[src/rtl/core/qprod_pkg.sv]
// Shared constants for the quaternion product pipeline.
package qprod_pkg;

  localparam int NUM_COMP = 4;
  localparam int NUM_PROD = 8;

  localparam int COMP_W = 0;
  localparam int COMP_X = 1;
  localparam int COMP_Y = 2;
  localparam int COMP_Z = 3;

endpackage

[src/rtl/core/qprod_combine.sv]
// Combine stages: common term, halving and unrounded output sums.
module qprod_combine #(
  parameter int COMPONENT_WIDTH = 16
) (
  input  logic                                clk,
  input  logic                                rst_n,
  input  logic                                up_valid,
  output logic                                up_ready,
  input  logic signed [2*COMPONENT_WIDTH+1:0] prod [qprod_pkg::NUM_PROD],
  output logic                                dn_valid,
  input  logic                                dn_ready,
  output logic signed [2*COMPONENT_WIDTH+5:0] sum [qprod_pkg::NUM_COMP]
);

  localparam int SW = 2 * COMPONENT_WIDTH + 6;

  logic signed [SW-1:0] m3_r [qprod_pkg::NUM_PROD];
  logic signed [SW-1:0] s56_r, s47_r;
  logic signed [SW-1:0] m4_r [qprod_pkg::NUM_PROD];
  logic signed [SW-1:0] s8_r, h_r;
  logic signed [SW-1:0] o_r  [qprod_pkg::NUM_COMP];
  logic signed [SW-1:0] h_nxt;
  logic                 v3_r, v4_r, v5_r;
  logic                 en3, en4, en5;

  assign en5      = !v5_r || dn_ready;
  assign en4      = !v4_r || en5;
  assign en3      = !v3_r || en4;
  assign up_ready = en3;
  assign dn_valid = v5_r;

  assign h_nxt = (s56_r + s47_r) >>> 1;

  always_ff @(posedge clk) begin
    if (!rst_n) begin
      v3_r <= 1'b0;
      v4_r <= 1'b0;
      v5_r <= 1'b0;
    end else begin
      if (en3) v3_r <= up_valid;
      if (en4) v4_r <= v3_r;
      if (en5) v5_r <= v4_r;
    end
  end

  always_ff @(posedge clk) begin
    if (en3) begin
      for (int i = 0; i < qprod_pkg::NUM_PROD; i++) m3_r[i] <= SW'(prod[i]);
      s56_r <= SW'(prod[5]) + SW'(prod[6]);
      s47_r <= SW'(prod[4]) + SW'(prod[7]);
    end
    if (en4) begin
      m4_r <= m3_r;
      s8_r <= s56_r + m3_r[7];
      h_r  <= h_nxt;
    end
    if (en5) begin
      o_r[qprod_pkg::COMP_W] <= m4_r[0] + h_r - m4_r[5];
      o_r[qprod_pkg::COMP_X] <= m4_r[1] + h_r - s8_r;
      o_r[qprod_pkg::COMP_Y] <= m4_r[2] + h_r - m4_r[7];
      o_r[qprod_pkg::COMP_Z] <= m4_r[3] + h_r - m4_r[6];
    end
  end

  assign sum = o_r;

endmodule

[config.mk]
export PLATFORM = sky130hd
export DESIGN_NAME = qprod_combine
export DESIGN_NICKNAME = d
export VERILOG_FILES = /design/src/rtl/core/qprod_pkg.sv /design/src/rtl/core/qprod_combine.sv
export SDC_FILE = /design/constraint.sdc
export NUM_CORES = 1
export LEC_CHECK = 0
export BUFFER_PORTS_ARGS = -buffer_cell sky130_fd_sc_hd__buf_4
export CAP_MARGIN = 20
export CELL_PAD_IN_SITES_DETAIL_PLACEMENT = 2
export CELL_PAD_IN_SITES_GLOBAL_PLACEMENT = 2
export CORE_ASPECT_RATIO = 0.75
export CORE_MARGIN = 2
export CORE_UTILIZATION = 32
export CTS_CLUSTER_DIAMETER = 100
export DETAILED_ROUTE_END_ITERATION = 16
export GPL_ROUTABILITY_DRIVEN = 0
export GPL_TIMING_DRIVEN = 0
export MAX_ROUTING_LAYER = met4
export PLACE_DENSITY = 0.64
export SLEW_MARGIN = 20
export SYNTH_ARGS = -nofsm -noshare
export SYNTH_HDL_FRONTEND = slang
export SYNTH_SLANG_ARGS = --single-unit
[constraint.sdc]
create_clock -name clk -period 16.2 [get_ports clk]
set_input_delay 2.43 -clock clk [delete_from_list [all_inputs] [get_ports clk]]
set_output_delay 2.43 -clock clk [all_outputs]
set_load 0.02 [all_outputs]
# Yosys cells after proc, flatten, opt, wreduce, memory -nomap -nowiden
# Cells that the tools add are included.
# W data, S select, Z words.
word_totals:
  word_cells: 43
  output_inout_bits: 154
  inputBits: 276
  regBits: 782
op_classes:
  addsub: 12
  n_reduce_logical: 6
op_table:
  columns: ["op", "count"]
  rows:
  - ["$add A34 B37 Y38", 4]
  - ["$sub A38 B34 Y38", 3]
  - ["$add A34 B34 Y35", 2]
  - ["$add A38 B34 Y38", 1]
  - ["$add A38 B38 Y38", 1]
  - ["$sub A38 B38 Y38", 1]
  - ["$logic_not A1 Y1", 3]
  - ["$logic_or A1 B1 Y1", 3]

# Longest topological paths before layout
logic_depth:
  word_depth: 4
  ltp_mapped: 16
  mapped_depth_nobuf: 16

# Worst setup path after synthesis
# No wires, ideal clock.
synth_timing:
  kind: "input-to-reg"
  startpoint: "input dn_ready"
  endpoint: "register m3_r[0] in the netlist's numbering, enable pin"
  t_arrival_ps: 9630
  cell_stages: 2
  path_buffers: 0
  path_slack_ps: 3436
  required_time_ps: 13066
  setup_ps: 3134
  cell_sequence: "nor2b_1 > nand3_1"
synth_between:
  elab_chain_len: 3
synth_lines:
  columns: ["element", "line", "text"]
  rows:
  - ["start: declaration", "qprod_combine.sv:11", "input logic dn_ready,"]
  - ["$logic_or A1 B1 Y1", "qprod_combine.sv:26", "assign en5 = !v5_r || dn_ready;"]
  - ["$logic_or A1 B1 Y1", "qprod_combine.sv:27", "assign en4 = !v4_r || en5;"]
  - ["$logic_or A1 B1 Y1", "qprod_combine.sv:28", "assign en3 = !v3_r || en4;"]
  - ["named net up_ready", "qprod_combine.sv:8", "output logic up_ready,"]
  - ["end: declaration", "qprod_combine.sv:17", "logic signed [SW-1:0] m3_r [qprod_pkg::NUM_PROD];"]
# The timed path passes the listed nets, and every way through them passes these cells.
# A chain may end at the register's enable or synchronous reset.

# Worst setup path after layout
layout_timing:
  startpoint: "input dn_ready"
  endpoint: "output up_ready"
layout_between:
  elab_chain_len: 3
layout_lines:
  columns: ["element", "line"]
  rows:
  - ["$logic_or A1 B1 Y1", "qprod_combine.sv:26"]
  - ["$logic_or A1 B1 Y1", "qprod_combine.sv:27"]
  - ["$logic_or A1 B1 Y1", "qprod_combine.sv:28"]
  - ["end: declaration", "qprod_combine.sv:8"]
# No other way between the ends.

==> run_results.csv <==
group,metric,value,unit
power,ir_drop,0.105,mV
clocking,clkTransAtPathRegs,0.06,ns
clocking,root_buffer,"clkbuf_16",
sta,slew_viol_final,0,
sta,finalHoldViolCount,0,
setup_path,end_kind,"output port",
final_layout,final_core_util,0.390,
final_layout,final_cells,5787,
routing,firstDrtPassIters,5,
sta,finalSetupViolCount,0,
synth,synth_cells,3409,
synth,avgSynthCellArea,12.4,µm²
clocking,clk_latency,0.70,ns
final_layout,multi_input_area,16900,µm²
floorplanning,die_area,135000,µm²
synth,syn_nets,4126,
global_route,grt_pass1_vias,30551,
final_layout,regArea,23300,µm²
floorplanning,die_y,319,µm
floorplanning,start_util,0.323,
setup_path,cpPeakStageDelay,0.65,ns
final_layout,nets,4661,
global_route,use_met3,0.0244,
synth,yosysSeqAreaShare,0.549,
final_layout,drive_above_1_share,0.157,
clocking,cts_resized,0,
floorplanning,placementRows,115,
setup_path,worstSetupStartpointType,"input port",
clocking,numCtsBuffers,89,
power,p_leak,22.4,nW
sta,period_share,0.402,
placement,placed_cells,5608,
job,max_cap_violations,0,
power,powerDensity,216,nW/µm²
global_route,grt_pass1_wl,201000,µm
routing,drtIter0Drc,1843,
clocking,cts_max_level,3,
synth,postSynth.asyncResetShare,0,
setup_path,crit_chain,"buf_4 -> nor2b_1 -> nand3_4 -> buf_4",
final_layout,area_growth_syn_to_layout,20.7,%
clocking,cts_hold_buffers,0,
sta,fin_ws,9.69,ns
synth,synth_area,42400,µm²
final_layout,fillCellCount,13532,
sta,tightest_slew,0.844,ns
setup_path,critPathRequiredTime,13.77,ns
routing,dr_total_vias,28183,
global_route,use_met1,0.276,
placement,port_buffers,429,
routing,avgViaCountPerCell,4.87,
setup_path,cp.arrival,4.08,ns
setup_path,crit_slowest_cell,"nor2b_1",
placement,post-dp-hpwl,113000,µm
floorplanning,coreArea,131000,µm²
sta,rsz0062_at_grt,"false",
placement,pre_cts_slack,9.65,ns
global_route,top_usage_layer,"met2",
synth,yosysWarnings,0,
floorplanning,ioPinCount,430,
clocking,clockBufferDepth,3,
synth,synth_flop_cell,"edfxtp_1",
sta,period_needed,6.51,ns
synth,netlist-cell-type-count,84,
setup_path,cp_max_fo,29,
global_route,met2_usage,0.337,
synth,synth_edf_count,773,
floorplanning,dieWidth,424,µm
routing,routedWlPerCell,23.8,µm
sta,skew,0.0260,ns
hold_path,hold_class,"reg -> reg",
clocking,postCtsSetupBuffers,0,
synth,yosys_register_bits,776,
sta,max_clock_freq,0.154,GHz
global_route,antenna_found_initial,26,
routing,route.antenna.remaining_nets,0,
routing,drc,0,
routing,drt-total-wl,138000,µm
setup_path,path_buf_inv,2,
run_status,status,"finished, final reports clean",
global_route,grt_use_total,0.209,
global_route,overflow,0,
global_route,grt_start_max_net_pins,87,
setup_path,worst_path_most_repeated_cell,"buf_4",
setup_path,path_delay_family,"simple AND/OR/NAND/NOR gates",
clocking,cts_tree,"yes",
clocking,clock-sinks,776,
sta,slew_headroom,0.433,
setup_path,crit_type,"in -> out",
## synthesized netlist by cell type, types with 5 or more instances
master / number / area (µm²)
nand3_1: 58 / 290
clkbuf_1: 34 / 128
xor2_1: 81 / 709
nor2_1: 136 / 510
xnor2_1: 184 / 1610
a41oi_1: 11 / 96.3
nand2b_1: 30 / 188
a2111oi_0: 12 / 105
a21o_1: 166 / 1250
or2_2: 7 / 43.8
o21a_1: 38 / 285
a211oi_1: 17 / 128
a21oi_1: 239 / 1200
fa_1: 152 / 3040
o21bai_1: 39 / 293
a31o_2: 5 / 43.8
and3_1: 28 / 175
nand4_1: 27 / 169
o2111ai_1: 5 / 43.8
nand2_1: 142 / 533
a21boi_0: 11 / 82.6
o41ai_1: 6 / 52.6
ha_1: 289 / 3620
or3_1: 8 / 50.1
nor3_1: 35 / 175
edfxtp_1: 773 / 23200
a31oi_1: 27 / 169
o21ai_1: 14 / 70.1
inv_1: 540 / 2030
o31ai_1: 10 / 75.1
nor2b_1: 36 / 225
o211ai_1: 11 / 82.6
o21ai_0: 122 / 611
and2_1: 14 / 87.6
## registers in the layout, summed over array words and instances (netlist names)
signal    flops
v3_r          1
sum         152
v4_r          1
s56_r        35
h_r          37
dn_valid      1
s8_r         38
m3_r        238
m4_r        238
s47_r        35
## cell type report
class | instances | area share
diodes | 14 | 0.000685
flip-flops and latches | 776 | 0.455
inverters | 540 | 0.0398
plain buffers | 36 | 0.00269
clock buffers | 98 | 0.0450
clock inverters | 67 | 0.0121
multi-input cells | 2057 | 0.331
repair buffers | 444 | 0.0704
well taps | 1755 | 0.0429
## through the flow
stage | hold slack (ns) | power (mW) | instance area [µm²] | setup TNS (ns)
global route | 0.414 | 11.8 | 51100 | 0
floorplan | 0.400 | 7.00 | 42400 | 0
detailed placement | 0.405 | 9.08 | 48200 | 0
CTS | 0.410 | 11.2 | 51100 | 0
finish | 0.407 | 11.0 | 51200 | 0
global placement | 0.400 | 8.90 | 47800 | -836.65
## worst paths after layout
check / startpoint / to / slack, ns / cells after the start
hold / removal: m3_r[201]$_DFFE_PP_ / m4_r[201]$_DFFE_PP_ / 0.41 / 0
setup / recovery: dn_ready / up_ready / 9.69 / 4
setup reg to reg: h_r[0]$_DFFE_PP_ / sum[68]$_DFFE_PP_ / 11.34 / 16
hold reg to reg: m3_r[201]$_DFFE_PP_ / m4_r[201]$_DFFE_PP_ / 0.41 / 0
## routing by layer
layer	share of wire	wire length, µm
met5	0	0
met4	0.026	3590
met3	0.027	3730
met2	0.48	66700
met1	0.46	63800
## placed cells by master, fill, tap and decap left out, types with 10 or more instances in the layout
master and count:
o21ai_1 14, xnor2_1 184, o31ai_1 10, nor3_1 35
nor2b_1 36, buf_4 429, a2111oi_0 12, o21a_1 38
nand3_1 57, a31oi_1 27, clkbuf_16 91, and2_1 14
diode_2 14, inv_1 539, a21oi_1 239, fa_1 152
buf_16 11, a41oi_1 11, a21boi_0 11, a21o_1 166
edfxtp_1 773, xor2_1 81, o21bai_1 39, o21ai_0 122
clkinv_1 19, nand4_1 27, nor2_1 136, nand2_1 141
and3_1 28, nand2b_1 30, clkbuf_1 41, o211ai_1 11
clkinv_2 19, a211oi_1 17, ha_1 289
## cells by family (layout without fill, tap and decap cells)
family          after synthesis  after routing  share of synthesized area
xor+xnor                    265            265                     0.0548
mux                           2              2                   0.000473
buf+inv                     576           1185                     0.0511
simple gates                544            544                     0.0620
fa+ha+maj                   441            441                      0.157
compound gates              805            805                      0.125
flops                       776            776                      0.549
other cells                   0             14                          0
## where the power goes
part | internal, mW | total (mW) | switching (mW)
Combinational | 2.27 | 5.83 | 3.56
Clock | 1.16 | 2.04 | 0.877
Sequential | 2.95 | 3.16 | 0.212
Total | 6.38 | 11.0 | 4.65
Note: power is estimated with default switching activity, not from simulation.
