`src/rtl/core/qprod_pkg.sv`:
```
// Shared constants for the quaternion product pipeline.
package qprod_pkg;

  localparam int NUM_COMP = 4;
  localparam int NUM_PROD = 8;

  localparam int COMP_W = 0;
  localparam int COMP_X = 1;
  localparam int COMP_Y = 2;
  localparam int COMP_Z = 3;

endpackage

```
`src/rtl/core/qprod_round.sv`:
```
// Output stage: round to nearest, saturate and hold the result register.
module qprod_round #(
  parameter int COMPONENT_WIDTH = 16,
  parameter int FRACTION_BITS   = 14
) (
  input  logic                                clk,
  input  logic                                rst_n,
  input  logic                                up_valid,
  output logic                                up_ready,
  input  logic signed [2*COMPONENT_WIDTH+5:0] sum [qprod_pkg::NUM_COMP],
  output logic                                out_valid,
  input  logic                                out_stall,
  output logic signed [COMPONENT_WIDTH-1:0]   prod_w,
  output logic signed [COMPONENT_WIDTH-1:0]   prod_x,
  output logic signed [COMPONENT_WIDTH-1:0]   prod_y,
  output logic signed [COMPONENT_WIDTH-1:0]   prod_z,
  output logic                                saturated
);

  localparam int SW = 2 * COMPONENT_WIDTH + 6;
  localparam logic signed [SW-1:0] HALF_LSB = SW'(1) <<< (FRACTION_BITS - 1);
  localparam logic signed [COMPONENT_WIDTH-1:0] MAX_VAL =
    {1'b0, {(COMPONENT_WIDTH-1){1'b1}}};
  localparam logic signed [COMPONENT_WIDTH-1:0] MIN_VAL =
    {1'b1, {(COMPONENT_WIDTH-1){1'b0}}};

  logic signed [SW-1:0]              sh    [qprod_pkg::NUM_COMP];
  logic signed [COMPONENT_WIDTH-1:0] c_nxt [qprod_pkg::NUM_COMP];
  logic signed [COMPONENT_WIDTH-1:0] c_r   [qprod_pkg::NUM_COMP];
  logic [qprod_pkg::NUM_COMP-1:0]    clip;
  logic                              sat_r;
  logic                              v6_r;
  logic                              en6;

  assign en6      = !v6_r || !out_stall;
  assign up_ready = en6;

  always_comb begin
    for (int i = 0; i < qprod_pkg::NUM_COMP; i++) begin
      sh[i]   = (sum[i] + HALF_LSB) >>> FRACTION_BITS;
      clip[i] = !((&sh[i][SW-1:COMPONENT_WIDTH-1]) || !(|sh[i][SW-1:COMPONENT_WIDTH-1]));
      if (clip[i]) begin
        c_nxt[i] = sh[i][SW-1] ? MIN_VAL : MAX_VAL;
      end else begin
        c_nxt[i] = sh[i][COMPONENT_WIDTH-1:0];
      end
    end
  end

  always_ff @(posedge clk) begin
    if (!rst_n) begin
      v6_r <= 1'b0;
    end else if (en6) begin
      v6_r <= up_valid;
    end
  end

  always_ff @(posedge clk) begin
    if (en6) begin
      c_r   <= c_nxt;
      sat_r <= |clip;
    end
  end

  assign out_valid = v6_r;
  assign prod_w    = c_r[qprod_pkg::COMP_W];
  assign prod_x    = c_r[qprod_pkg::COMP_X];
  assign prod_y    = c_r[qprod_pkg::COMP_Y];
  assign prod_z    = c_r[qprod_pkg::COMP_Z];
  assign saturated = sat_r;

endmodule

```
`config.mk`:
```
export PLATFORM = sky130hd
export DESIGN_NAME = qprod_round
export DESIGN_NICKNAME = d
export VERILOG_FILES = /design/src/rtl/core/qprod_pkg.sv /design/src/rtl/core/qprod_round.sv
export SDC_FILE = /design/constraint.sdc
export NUM_CORES = 1
export LEC_CHECK = 0
export BUFFER_PORTS_ARGS = -buffer_cell sky130_fd_sc_hd__buf_2
export CAP_MARGIN = 10
export CELL_PAD_IN_SITES_DETAIL_PLACEMENT = 0
export CELL_PAD_IN_SITES_GLOBAL_PLACEMENT = 1
export CORE_UTILIZATION = 35
export CTS_BUF_LIST = sky130_fd_sc_hd__clkbuf_8
export CTS_CLUSTER_DIAMETER = 60
export DETAILED_ROUTE_END_ITERATION = 7
export PLACE_DENSITY = 0.9
export SLEW_MARGIN = 10
export SYNTH_ARGS = -nofsm -noshare
export SYNTH_HDL_FRONTEND = slang
export SYNTH_SLANG_ARGS = --single-unit
```
`constraint.sdc`:
```
create_clock -name clk -period 3.3 [get_ports clk]
set_input_delay 0 -clock clk [delete_from_list [all_inputs] [get_ports clk]]
set_output_delay 0 -clock clk [all_outputs]
set_load 0.1 [all_outputs]
```
After elaboration in Yosys (flattened, before gate mapping)
Cells that the tools add are included.
W data, S select, Z words.
{"block": "word_totals", "input_bits": 156, "word_cells": 42, "output_inout_bits": 67, "ff_bits": 66}
{"block": "op_classes", "addsub": 4, "reduce_logical": 24, "muxes": 8}
{"cell": "$add A38 B15 Y38 const B", "n": 4}
{"cell": "$mux W16", "n": 8}
{"cell": "$reduce_and A9 Y1", "n": 4}
{"cell": "$reduce_or A9 Y1", "n": 4}
{"cell": "$logic_not A1 Y1", "n": 10}
{"cell": "$logic_or A1 B1 Y1", "n": 5}
{"cell": "$reduce_or A4 Y1", "n": 1}

Logic depth before layout (Yosys ltp)
Gate-level depths: netlist of run 1.
{"block": "logic_depth", "word_depth": 6, "mapped_depth": 9, "ltp_nobuf": 8}

Worst setup path before layout of run 1
No wires, ideal clock.
{"block": "synth_timing", "path_kind": "register to register", "startpoint": "register v6_r (netlist: out_valid)", "endpoint": "register c_r, in the netlist prod_w[0], enable pin", "t_required_ns": 2.402, "setup_time_ns": 0.898, "stages_incl_launch_ff": 2, "t_arrival_ns": 2.864, "path_slack_ns": -0.463, "synth_period_minus_slack_ns": 3.763, "path_buffers": 0, "cell_sequence": "dfxtp_1 > nand2_1"}
{"block": "synth_via", "elab_chain_cells": 2}
{"item": "start: declaration", "line_no": "qprod_round.sv:32", "source": "logic v6_r;"}
{"item": "start signal: assignment", "line_no": "qprod_round.sv:54", "source": "v6_r <= up_valid;"}
{"item": "$logic_not A1 Y1", "line_no": "qprod_round.sv:35", "source": "assign en6 = !v6_r || !out_stall;"}
{"item": "$logic_or A1 B1 Y1", "line_no": "qprod_round.sv:35"}
{"item": "named net up_ready", "line_no": "qprod_round.sv:9", "source": "output logic up_ready,"}
{"item": "end signal: assignment", "line_no": "qprod_round.sv:60", "source": "c_r <= c_nxt;"}
{"item": "end: declaration", "line_no": "qprod_round.sv:29", "source": "logic signed [COMPONENT_WIDTH-1:0] c_r [qprod_pkg::NUM_COMP];"}
The timed path passes the listed nets, and every way through them passes these cells.
A chain may end at the register's enable or synchronous reset.

Worst setup path in the final report of run 1
{"block": "layout_timing", "startpoint": "input port sum[89] (netlist bit)", "endpoint": "register sat_r (netlist: saturated), data pin"}
{"block": "layout_via", "elab_chain_cells": 6, "elab_cells_between_ends": 7, "classes_between": "add/sub (1); reduce/logical (6)"}
{"item": "start: declaration", "line_no": "qprod_round.sv:10", "source": "input logic signed [2*COMPONENT_WIDTH+5:0] sum [qprod_pkg::NUM_COMP],"}
{"item": "$add A38 B15 Y38 (*)", "line_no": "qprod_round.sv:40", "source": "sh[i] = (sum[i] + HALF_LSB) >>> FRACTION_BITS;"}
{"item": "$reduce_or A9 Y1", "line_no": "qprod_round.sv:41", "source": "clip[i] = !((&sh[i][SW-1:COMPONENT_WIDTH-1]) || !(|sh[i][SW-1:COMPONENT_WIDTH-1]));"}
{"item": "$logic_not A1 Y1", "line_no": "qprod_round.sv:41"}
{"item": "$logic_or A1 B1 Y1 (*)", "line_no": "qprod_round.sv:41"}
{"item": "$logic_not A1 Y1 (*)", "line_no": "qprod_round.sv:41"}
{"item": "$reduce_or A4 Y1 (*)", "line_no": "qprod_round.sv:61", "source": "sat_r <= |clip;"}
{"item": "end signal: assignment", "line_no": "qprod_round.sv:61"}
{"item": "end: declaration", "line_no": "qprod_round.sv:31", "source": "logic sat_r;"}
Mark *: on every way between the ends. The rest lies on a longest branch, timed or not.

==> summary.md, run 1 <==
| Metric | Value |
|---|---|
| Largest net degree at the start of global routing | `25` |
| Clk pin slew, worst setup/hold paths | `around 0.070 ns` |
| DR iter-0 viols | `about 190` |
| Die height | `117 microns` |
| Die width | `between 100 and 150 microns` |
| Synth Area per Inst | `between 9 and 10 sq um` |
| Synth Register Bits | `66` |
| Hold_ws | `0.0514 ns` |
| Post-Layout Cell Count | `approximately 830` |
| Max-slew violations | `0` |
| Wire per inst | `14.8 microns` |
| Share of cells above drive strength 1 | `between 30% and 40%` |
| Yosys top cell area share | `41.9%` |
| Core ar. | `12800 sq um` |
| Placed insts | `between 800 and 900` |
| Final Hold Viols | `0` |
| Via count | `between 4k and 5k` |
| Worst VDD drop | `0.000173 V` |
| Most common cell after layout, fill and taps aside | `buf_2` |
| Post-synth EDFFs | `65` |
| Synth Cell Area | `4660 sq um` |
| Antenna violations before repair | `3` |
| Worst Path Class, Setup | `input port to register` |
| Register area share after synthesis | `around 42%` |
| Detailed Route WL | `12300 microns` |
| Commonest non-fill, non-tap cells in the layout | `buf_2 (170), edfxtp_1 (65), nand2_1 (41)` |
| Vias in the first global route | `roughly 4k` |
| Yosys warnings | `0` |
| DRT Pass-1 Iters | `4` |
| IO Pins | `223` |
| TritonCTS buffer count | `9` |
| Cell area power density | `roughly 410 nW/um^2` |
| Top cells by area, synth | `edfxtp_1 (42%), xnor2_1 (6.8%), xor2_1 (6.2%)` |
| Leakage power total | `2.24 nW` |
| Residual DRC count | `0` |
| Post-DP HPWL | `9830 microns` |
| Slew headroom | `53.7%` |
| Rows | `41` |
| Crit share post-route | `between 70% and 80%` |
| Crit path capture type | `register` |
| Outcome | `finished, final reports clean` |
| Nets@finish | `808` |
| GRT Total Usage | `a little under a fifth` |
| GPL Wtd Cong | `0.919` |
| Pre-CTS WS | `0.598 ns` |
| Distinct cells, synth | `68` |
| Crit path DAT | `~2.4 ns` |
| CP Max Fanout | `15` |
| IO buf count | `170` |
| Detail Route Antenna Nets | `0` |
| Clk buf depth | `2` |
| Vias per cell | `5.39` |
| H-tree depth | `3` |
| Startpoint types | `input port` |
| Maxcap violations | `0` |
| TritonCTS Sinks | `66` |
| RSZ-0062 raised after global routing | `false` |
| Clk_skew | `0.00776 ns` |
| Area growth syn-to-layout | `26.9%` |
| Min-delay worst type | `input port to register` |
| Post-route setup TNS | `0 ns` |
| CTS root buf | `clkbuf_8` |
| DIE AREA | `13800 sq um` |
| Most used flip-flop cell after synthesis | `edfxtp_1` |
| Min setup slack post-route | `0.953 ns` |
| Clock latency at the later pin of the worst-skew pair | `0.33 ns` |
| Post-Synthesis Net Count | `628` |
| Final Critical Period | `2.35 ns` |
| Worst slew pin tran | `0.689 ns` |
| R2R setup slack | `1.81 ns` |
| Crit path required time | `~3.4 ns` |
| Fmax | `426 MHz` |
| GRT Residual Overflow | `0` |
| Final setup viols | `0` |
| FFs w/ async S/R, synth | `0%` |
| Initial Util | `36.4%` |
| Post-cts sizing count | `0` |
| First-pass GRT wire length | `20200 microns` |
| Synthesized instance count | `468` |
| CTS tree | `done` |
| Largest area contributor in the netlist | `edfxtp_1` |
-- final cells by class --
| cell class | instances | area (sq um) |
|---|---|---|
| Fill cell | 1275 | 6910 |
| Multi-Input combinational cell | 381 | 2570 |
| Sequential cell | 66 | 1970 |
| Timing Repair Buffer | 180 | 933 |
| Tap cell | 172 | 215 |
| Clock buffer | 9 | 124 |
| Clock inverter | 7 | 61.3 |
| Inverter | 10 | 37.5 |
| Antenna cell | 2 | 5.00 |
-- critical path, cell delays in order --
cell and delay [ns]:
buf_2 0.11, ha_1 0.20, and3_1 0.23, nand3_1 0.10
or4_4 0.54, xor2_1 0.19, or4_4 0.57, o31ai_4 0.08
buf_4 0.28, nand4_1 0.11
-- per-stage QoR --
step                instance area, sq um  utilization [%]  total power, mW
floorplan                           4660                -             1.63
global placement                    5700             44.4             1.82
detailed placement                  5700             44.4             1.83
CTS                                 5910             46.1             2.48
global route                        5910             46.1             2.56
finish                              5920             46.1             2.45
-- registers in the layout, indices dropped and copies added (netlist names) --
signal     cells
prod_w        16
prod_x        16
prod_y        16
prod_z        16
out_valid      1
saturated      1
-- metal layers --
layer  wire length, microns  vias up  global-route usage [%]
met3                    945       15                    4.33
met5                     11        -                       0
met1                   5310     2072                    23.4
met4                    139        2                    5.93
met2                   5850      192                    29.7
li1                       -     2173                       -
-- timing repair --
item	4_1_cts	5_1_grt
hold buffers	3	0
endpoints found under the hold margin	2	0
setup buffers	0	0
setup endpoints to repair	0	0
-- synth_stat cells (all sizes together), types with 7 or more instances --
library cell / n
edfxtp: 65
nand2: 42
o21ai: 37
a21oi: 36
xnor2: 36
xor2: 33
nand3: 32
nand4: 28
nor2: 22
and3: 14
and4: 10
inv: 10
nor3: 10
nor4: 9
buf: 7
-- power breakdown --
group / total, mW / leakage [nW] / switching [mW] / internal, mW
Clock: 0.639 / 0.0915 / 0.300 / 0.339
Sequential: 1.01 / 0.665 / 0.0165 / 0.990
Combinational: 0.808 / 1.48 / 0.644 / 0.164
Total: 2.45 / 2.24 / 0.960 / 1.49
-- path summary, 6_finish.rpt --
check / startpoint / end / cells after the start
worst max-delay path: sum[89] / saturated / 10
worst min register to register: out_valid / prod_y[1] / 1
worst min-delay path: sum[113] / prod_x[15] / 3
worst max register to register: out_valid / prod_y[6] / 2
-- kinds of logic (layout without fill, tap and decap cells) --
kind of cell / Yosys count / in the layout / synth area share [%]
AND/OR/NAND/NOR: 196 / 196 / 24.6
adder cells (fa/ha/maj): 4 / 4 / 1.07
AO/OA/AOI/OAI: 107 / 107 / 15.2
other: 0 / 2 / 0
XOR/XNOR: 69 / 69 / 13.0
multiplexers: 5 / 5 / 1.26
buffers and inverters: 21 / 206 / 2.66
flip-flops: 66 / 66 / 42.3
No activity file was read; power rests on OpenSTA's default activity.
==> inputs of run 2 (changes only) <==
--- a/config.mk
+++ b/config.mk
@@ -9,11 +9,11 @@
 export CAP_MARGIN = 10
 export CELL_PAD_IN_SITES_DETAIL_PLACEMENT = 0
 export CELL_PAD_IN_SITES_GLOBAL_PLACEMENT = 1
-export CORE_UTILIZATION = 35
+export CORE_UTILIZATION = 32
 export CTS_BUF_LIST = sky130_fd_sc_hd__clkbuf_8
 export CTS_CLUSTER_DIAMETER = 60
 export DETAILED_ROUTE_END_ITERATION = 7
-export PLACE_DENSITY = 0.9
+export PLACE_DENSITY = 0.87
 export SLEW_MARGIN = 10
 export SYNTH_ARGS = -nofsm -noshare
 export SYNTH_HDL_FRONTEND = slang
==> constraint.sdc (replaced) <==
create_clock -name clk -period 2.08 [get_ports clk]
set_input_delay 0 -clock clk [delete_from_list [all_inputs] [get_ports clk]]
set_output_delay 0 -clock clk [all_outputs]
set_load 0.1 [all_outputs]
==> summary.md, run 2 (synthesis gave the netlist of run 1 again) <==
| Metric | Value |
|---|---|
| Worst R2R End | `out_valid` |
| Maxcap violations | `0 (unchanged)` |
| Min setup slack post-route | `0.0707 ns (-0.882 ns)` |
| Crit path required time | `2.18 ns (-1.19 ns)` |
| Final Cell Area | `7010 sq um (+18%)` |
| Initial Util | `33.2% (-3.2 points)` |
| Leakage power total | `2.83 nW (+26%)` |
| R2R cell count | `3 (+1)` |
| Pre-CTS WS | `-0.469 ns (-1.07 ns)` |
| Nets@finish | `909 (+13%)` |
| TritonCTS buffer count | `9 (unchanged)` |
| Detailed Route WL | `13700 microns (+12%)` |
| Placed Area | `6580 sq um (+16%)` |
| Crit path DAT | `2.11 ns (-0.31 ns)` |
| IO buf count | `170 (unchanged)` |
| Worst slew pin tran | `0.526 ns (-0.163 ns)` |
| Area growth syn-to-layout | `50.3%` |
| Rows | `43 (+4.9%)` |
| Cell area power density | `672 nW/um^2 (+62%)` |
| DIE AREA | `15100 sq um (+9.2%)` |
| Max-slew violations | `0 (unchanged)` |
| Commonest non-fill, non-tap cells in the layout | `buf_2 (168), buf_4 (105), edfxtp_1 (65)` |
| R2R setup slack | `0.78 ns (-1.03 ns)` |
| Post-DP HPWL | `11100 microns (+13%)` |
| Clk buf depth | `2 (unchanged)` |
| Startpoint types | `input port` |
| Clock latency at the later pin of the worst-skew pair | `0.34 ns (about the same)` |
| Hold Path Stages | `3 (unchanged)` |
| Die width | `123 microns (+4.5%)` |
| Worst Path Class, Setup | `input port to register` |
| Die height | `123 microns (+4.5%)` |
| H-tree depth | `3 (unchanged)` |
| Final Hold Viols | `0 (unchanged)` |
| Worst flop-to-flop path startpoint | `out_valid` |
| GRT Total Usage | `17.9% (-0.24 points)` |
| Residual DRC count | `0 (unchanged)` |
| Worst VDD drop | `0.000319 V (+84%)` |
| Core ar. | `14000 sq um (+9.5%)` |
| CTS root buf | `clkbuf_8` |
| Via count | `4811 (+8.0%)` |
| First-pass GRT wire length | `21300 microns (+5.3%)` |
| TritonCTS Sinks | `66 (unchanged)` |
| GRT Residual Overflow | `0 (unchanged)` |
| Most common cell after layout, fill and taps aside | `buf_2` |
| Critical path launch point | `sum[89]` |
| Vias in the first global route | `4600 (+12%)` |
| Finished Core Util | `49.9% (+3.8 points)` |
| Vias per cell | `5.15 (-4.4%)` |
| RSZ-0062 raised after global routing | `false` |
| Clk_skew | `0.0118 ns (+0.00409 ns)` |
| CP Max Fanout | `3 (-12)` |
| Min-delay worst type | `input port to register` |
| Final Critical Period | `about 2.0 ns` |
| CTS tree | `done` |
| Antenna diodes | `0 (-2)` |
| Antenna violations before repair | `0 (-3)` |
| CP endpoint | `prod_x[0]` |
| IO Pins | `223 (unchanged)` |
| DR iter-0 viols | `231 (+20%)` |
| Clk pin slew, worst setup/hold paths | `0.08 ns (about the same)` |
| Share of cells above drive strength 1 | `46.4% (+12 points)` |
| Crit share post-route | `96.6%` |
| Crit path capture type | `register` |
| Slew headroom | `65.2% (+12 points)` |
| DRT Pass-1 Iters | `4 (unchanged)` |
| Largest net degree at the start of global routing | `67 (+170%)` |
| Fmax | `~500 MHz` |
| Final setup viols | `0 (unchanged)` |
| Outcome | `finished, final reports clean` |
| Detail Route Antenna Nets | `0 (unchanged)` |
| Wire per inst | `14.6 microns (-1.3%)` |
| GPL Wtd Cong | `0.913 (-0.73%)` |
run 2: changes by cell type in the layout (fill, tap and decap cells not counted), moves of 3 or more:
cell       previous run  this run
buf_6                 0         5
nand3_1              32        29
nand3_2               0         3
buf_4                 7       105
nor4_1                5         2
bufinv_16             1         6
run 2: area by class of cell:
type,instances,area [sq um]
timing repair buffer,281,1730
clock buffer,9,124
inverter,10,37.5
sequential,66,1970
multi-input combinational,381,2740
fill,1292,7030
tap,180,225
clock inverter,7,189
run 2: worst max-delay path, cell delays in order:
cell     delay, ns
buf_6         0.08
ha_4          0.13
and3_4        0.17
nand3_2       0.06
or4_4         0.54
xor2_2        0.16
buf_4         0.14
nand4_1       0.12
o31ai_4       0.37
mux2_4        0.33
run 2: power by group:
part | leakage (nW) | internal [mW] | switching (mW) | total (mW)
Sequential | 0.665 | 1.57 | 0.0277 | 1.60
Combinational | 2.01 | 0.365 | 1.07 | 1.43
Clock | 0.154 | 1.16 | 0.516 | 1.68
Total | 2.83 | 3.10 | 1.61 | 4.71
run 2: worst min-delay path by stage:
stage                  from         end  slack (ns)
finish              sum[65]  prod_y[13]        0.07
global route        sum[90]   prod_x[0]        0.07
CTS                 sum[64]  prod_y[12]        0.05
detailed placement    rst_n   out_valid        0.25
global placement      rst_n   out_valid        0.21
floorplan             rst_n   out_valid        0.13
run 2: timing repair:
action / CTS / global route
buffers inserted: 0 / 1
gates resized for setup: 1 / 16
endpoints found under the setup margin: 1 / 46
hold endpoints to repair: 1 / 0
pin swaps: 1 / 7
hold buffers: 2 / 0
run 2: metrics by stage:
stage / power (mW) / TNS [ns] / hold WS, ns / instances
5_1_grt: 4.86 / 0 / 0.0725 / 934
3_5_place_dp: 3.04 / -15.73 / 0.254 / 915
2_1_floorplan: 2.59 / -1.47 / 0.128 / 468
4_1_cts: 4.73 / 0 / 0.0471 / 933
6_report: 4.71 / 0 / 0.0684 / 934
3_3_place_gp: 3.02 / -12.14 / 0.208 / 915
run 2: layer usage:
| metal | part of all wire, % | vias up | GRT usage (%) |
|---|---|---|---|
| li1 | - | 2373 | - |
| met1 | 43 | 2262 | 21.7 |
| met2 | 50 | 156 | 32.2 |
| met3 | 4.3 | 20 | 1.91 |
| met4 | 1.8 | 0 | 6.86 |
| met5 | 0 | - | 0 |
==> inputs of run 3 (changes only) <==
--- a/config.mk
+++ b/config.mk
@@ -13,7 +13,7 @@
 export CTS_BUF_LIST = sky130_fd_sc_hd__clkbuf_8
 export CTS_CLUSTER_DIAMETER = 60
 export DETAILED_ROUTE_END_ITERATION = 7
-export PLACE_DENSITY = 0.87
+export PLACE_DENSITY = 0.82
 export SLEW_MARGIN = 10
 export SYNTH_ARGS = -nofsm -noshare
 export SYNTH_HDL_FRONTEND = slang
==> summary.md, run 3 (synthesis gave the netlist of run 1 again) <==
| Metric | Value |
|---|---|
| Outcome | `finished, final reports clean` |
| Final setup viols | `0 (unchanged)` |
| Maxcap violations | `0 (unchanged)` |
| Finished Core Util | `49.7% (-0.20 points)` |
| Share of cells above drive strength 1 | `46.5% (+0.089 points)` |
| Largest stage delay, worst path | `0.56 ns (+0.02 ns)` |
| Via count | `4858 (+0.98%)` |
| Register area | `1970 sq um (unchanged)` |
| Register share of total power | `35.8% (+1.8 points)` |
| RSZ-0062 raised after global routing | `true` |
| Clk pin slew, worst setup/hold paths | `0.08 ns (about the same)` |
| Antenna violations before repair | `0 (unchanged)` |
| Final Critical Period | `2.06 ns (+0.0515 ns)` |
| TritonCTS buffer count | `9 (unchanged)` |
| Post-DP HPWL | `10900 microns (-1.9%)` |
| CP top delay family | `simple AND/OR/NAND/NOR gates` |
| Initial Util | `33.2% (unchanged)` |
| GRT Residual Overflow | `0 (unchanged)` |
| CP Max Fanout | `3 (unchanged)` |
| Pint | `2.86 mW (-7.7%)` |
| Leakage power total | `2.82 nW (-0.12%)` |
| Logic pwr share | `31.9% (+1.5 points)` |
| Cell mode on critical path | `or4_4` |
| Worst slew pin tran | `0.528 ns (+0.00261 ns)` |
| Critical Path Slowest Stage Cell | `or4_4` |
| Nets@finish | `914 (+0.55%)` |
| Die height | `123 microns (unchanged)` |
| Worst VDD drop | `0.000322 V (+1.1%)` |
| Core ar. | `14000 sq um (unchanged)` |
| DRT Pass-1 Iters | `5 (+1)` |
| Residual DRC count | `0 (unchanged)` |
| Worst path bufs/invs | `1 (-1)` |
| Area of the multi-input gates | `2720 sq um (-0.46%)` |
| Min-delay worst type | `input port to register` |
| Cell Chain, Critical Path | `buf_8 -> ha_4 -> and3_4 -> nand3_2 -> or4_4 -> xor2_2 -> or4_4 -> o31ai_4 -> mux2_4` |
| Switching Fraction | `36.1% (+2.0 points)` |
| Clk_skew | `0.0152 ns (+0.00334 ns)` |
| Number of fill cells | `1300 (+0.62%)` |
| Switch Pwr | `1.62 mW (+0.57%)` |
| Startpoint types | `input port` |
| Cell area power density | `641 nW/um^2 (-4.5%)` |
| Clock power frac | `32.3% (-3.3 points)` |
| Vias in the first global route | `4720 (+2.6%)` |
| Max-slew violations | `0 (unchanged)` |
| Rows | `43 (unchanged)` |
| Detailed Route WL | `13700 microns (+0.13%)` |
| Fmax | `485 MHz (-2.5%)` |
| Crit share post-route | `99.1% (+2.5 points)` |
| Most common cell after layout, fill and taps aside | `buf_2` |
| Slew headroom | `64.8% (-0.41 points)` |
| First-pass GRT wire length | `21600 microns (+1.4%)` |
| Crit path DAT | `2.16 ns (+0.05 ns)` |
| IO buf count | `170 (unchanged)` |
| Commonest non-fill, non-tap cells in the layout | `buf_2 (168), buf_4 (112), edfxtp_1 (65)` |
| Clk buf depth | `2 (unchanged)` |
| Antenna diodes | `0 (unchanged)` |
| Min setup slack post-route | `0.0191 ns (-0.0515 ns)` |
| Post-CTS setup buffer count | `0 (unchanged)` |
| H-tree depth | `3 (unchanged)` |
| Worst Path Class, Setup | `input port to register` |
| CTS root buf | `clkbuf_8` |
| Crit path required time | `2.18 ns (about the same)` |
| Wire per inst | `14.6 microns (-0.40%)` |
| IO Pins | `223 (unchanged)` |
| CTS tree | `done` |
| GRT Total Usage | `18.3% (+0.43 points)` |
| Area growth syn-to-layout | `49.7%` |
| Final Hold Viols | `0 (unchanged)` |
| Die width | `123 microns (unchanged)` |
| Clock latency at the later pin of the worst-skew pair | `0.35 ns (about the same)` |
| Crit path capture type | `register` |
| Vias per cell | `5.17 (+0.44%)` |
| GPL Wtd Cong | `0.890 (-2.5%)` |
| Pre-CTS WS | `-0.381 ns (+0.0880 ns)` |
| DR iter-0 viols | `280 (+21%)` |
| Largest net degree at the start of global routing | `67 (unchanged)` |
| Detail Route Antenna Nets | `0 (unchanged)` |
| DIE AREA | `15100 sq um (unchanged)` |
| TritonCTS Sinks | `66 (unchanged)` |
-- run 3: worst paths after layout --
check | startpoint | endpoint | slack [ns] | cells past startpoint
hold / removal | sum[151] | prod_w[15] | 0.04 | 2
hold reg to reg | out_valid | prod_y[15] | 1.03 | 1
setup / recovery | sum[89] | prod_x[0] | 0.02 | 9
setup reg to reg | out_valid | out_valid | 0.80 | 3
-- run 3: power groups by stage --
stage / clock network, mW / registers [mW] / logic, mW
after global placement: 0 / 1.63 / 1.40
after CTS: 1.47 / 1.60 / 1.42
final: 1.45 / 1.60 / 1.43
after global routing: 1.52 / 1.61 / 1.50
after floorplan: 0 / 2.33 / 0.263
after detailed placement: 0 / 1.63 / 1.42
-- run 3: area by class of cell --
type	instances	area share, %
Multi-Input combinational cell	381	39.0
Sequential cell	66	28.2
Timing Repair Buffer	286	25.2
Tap cell	180	3.23
Clock inverter	7	2.01
Clock buffer	9	1.77
Inverter	10	0.538
-- run 3: repair_timing --
item / in CTS / in global routing
hold endpoints to repair: 1 / 0
resized for setup: 0 / 14
hold buffers: 2 / 0
setup endpoints to repair: 0 / 41
-- run 3: routing by layer --
layer  GRT usage [%]  up-vias  share of wire [%]
met4            8.08        0                2.2
met2            32.3      168                 49
met3            3.07       25                5.8
li1                -     2383                  -
met1            21.8     2282                 43
met5               0        -                  0
-- run 3: through the flow --
step	TNS (ns)	total power, mW	instances	hold slack, ns	area, sq um
finish	0	4.48	939	0.0373	6980
global route	-0.0260	4.63	939	0.0260	6980
CTS	0	4.50	939	0.000953	6910
detailed placement	-15.14	3.05	921	0.224	6630
global placement	-11.24	3.03	921	0.207	6630
floorplan	-1.47	2.59	468	0.128	4790
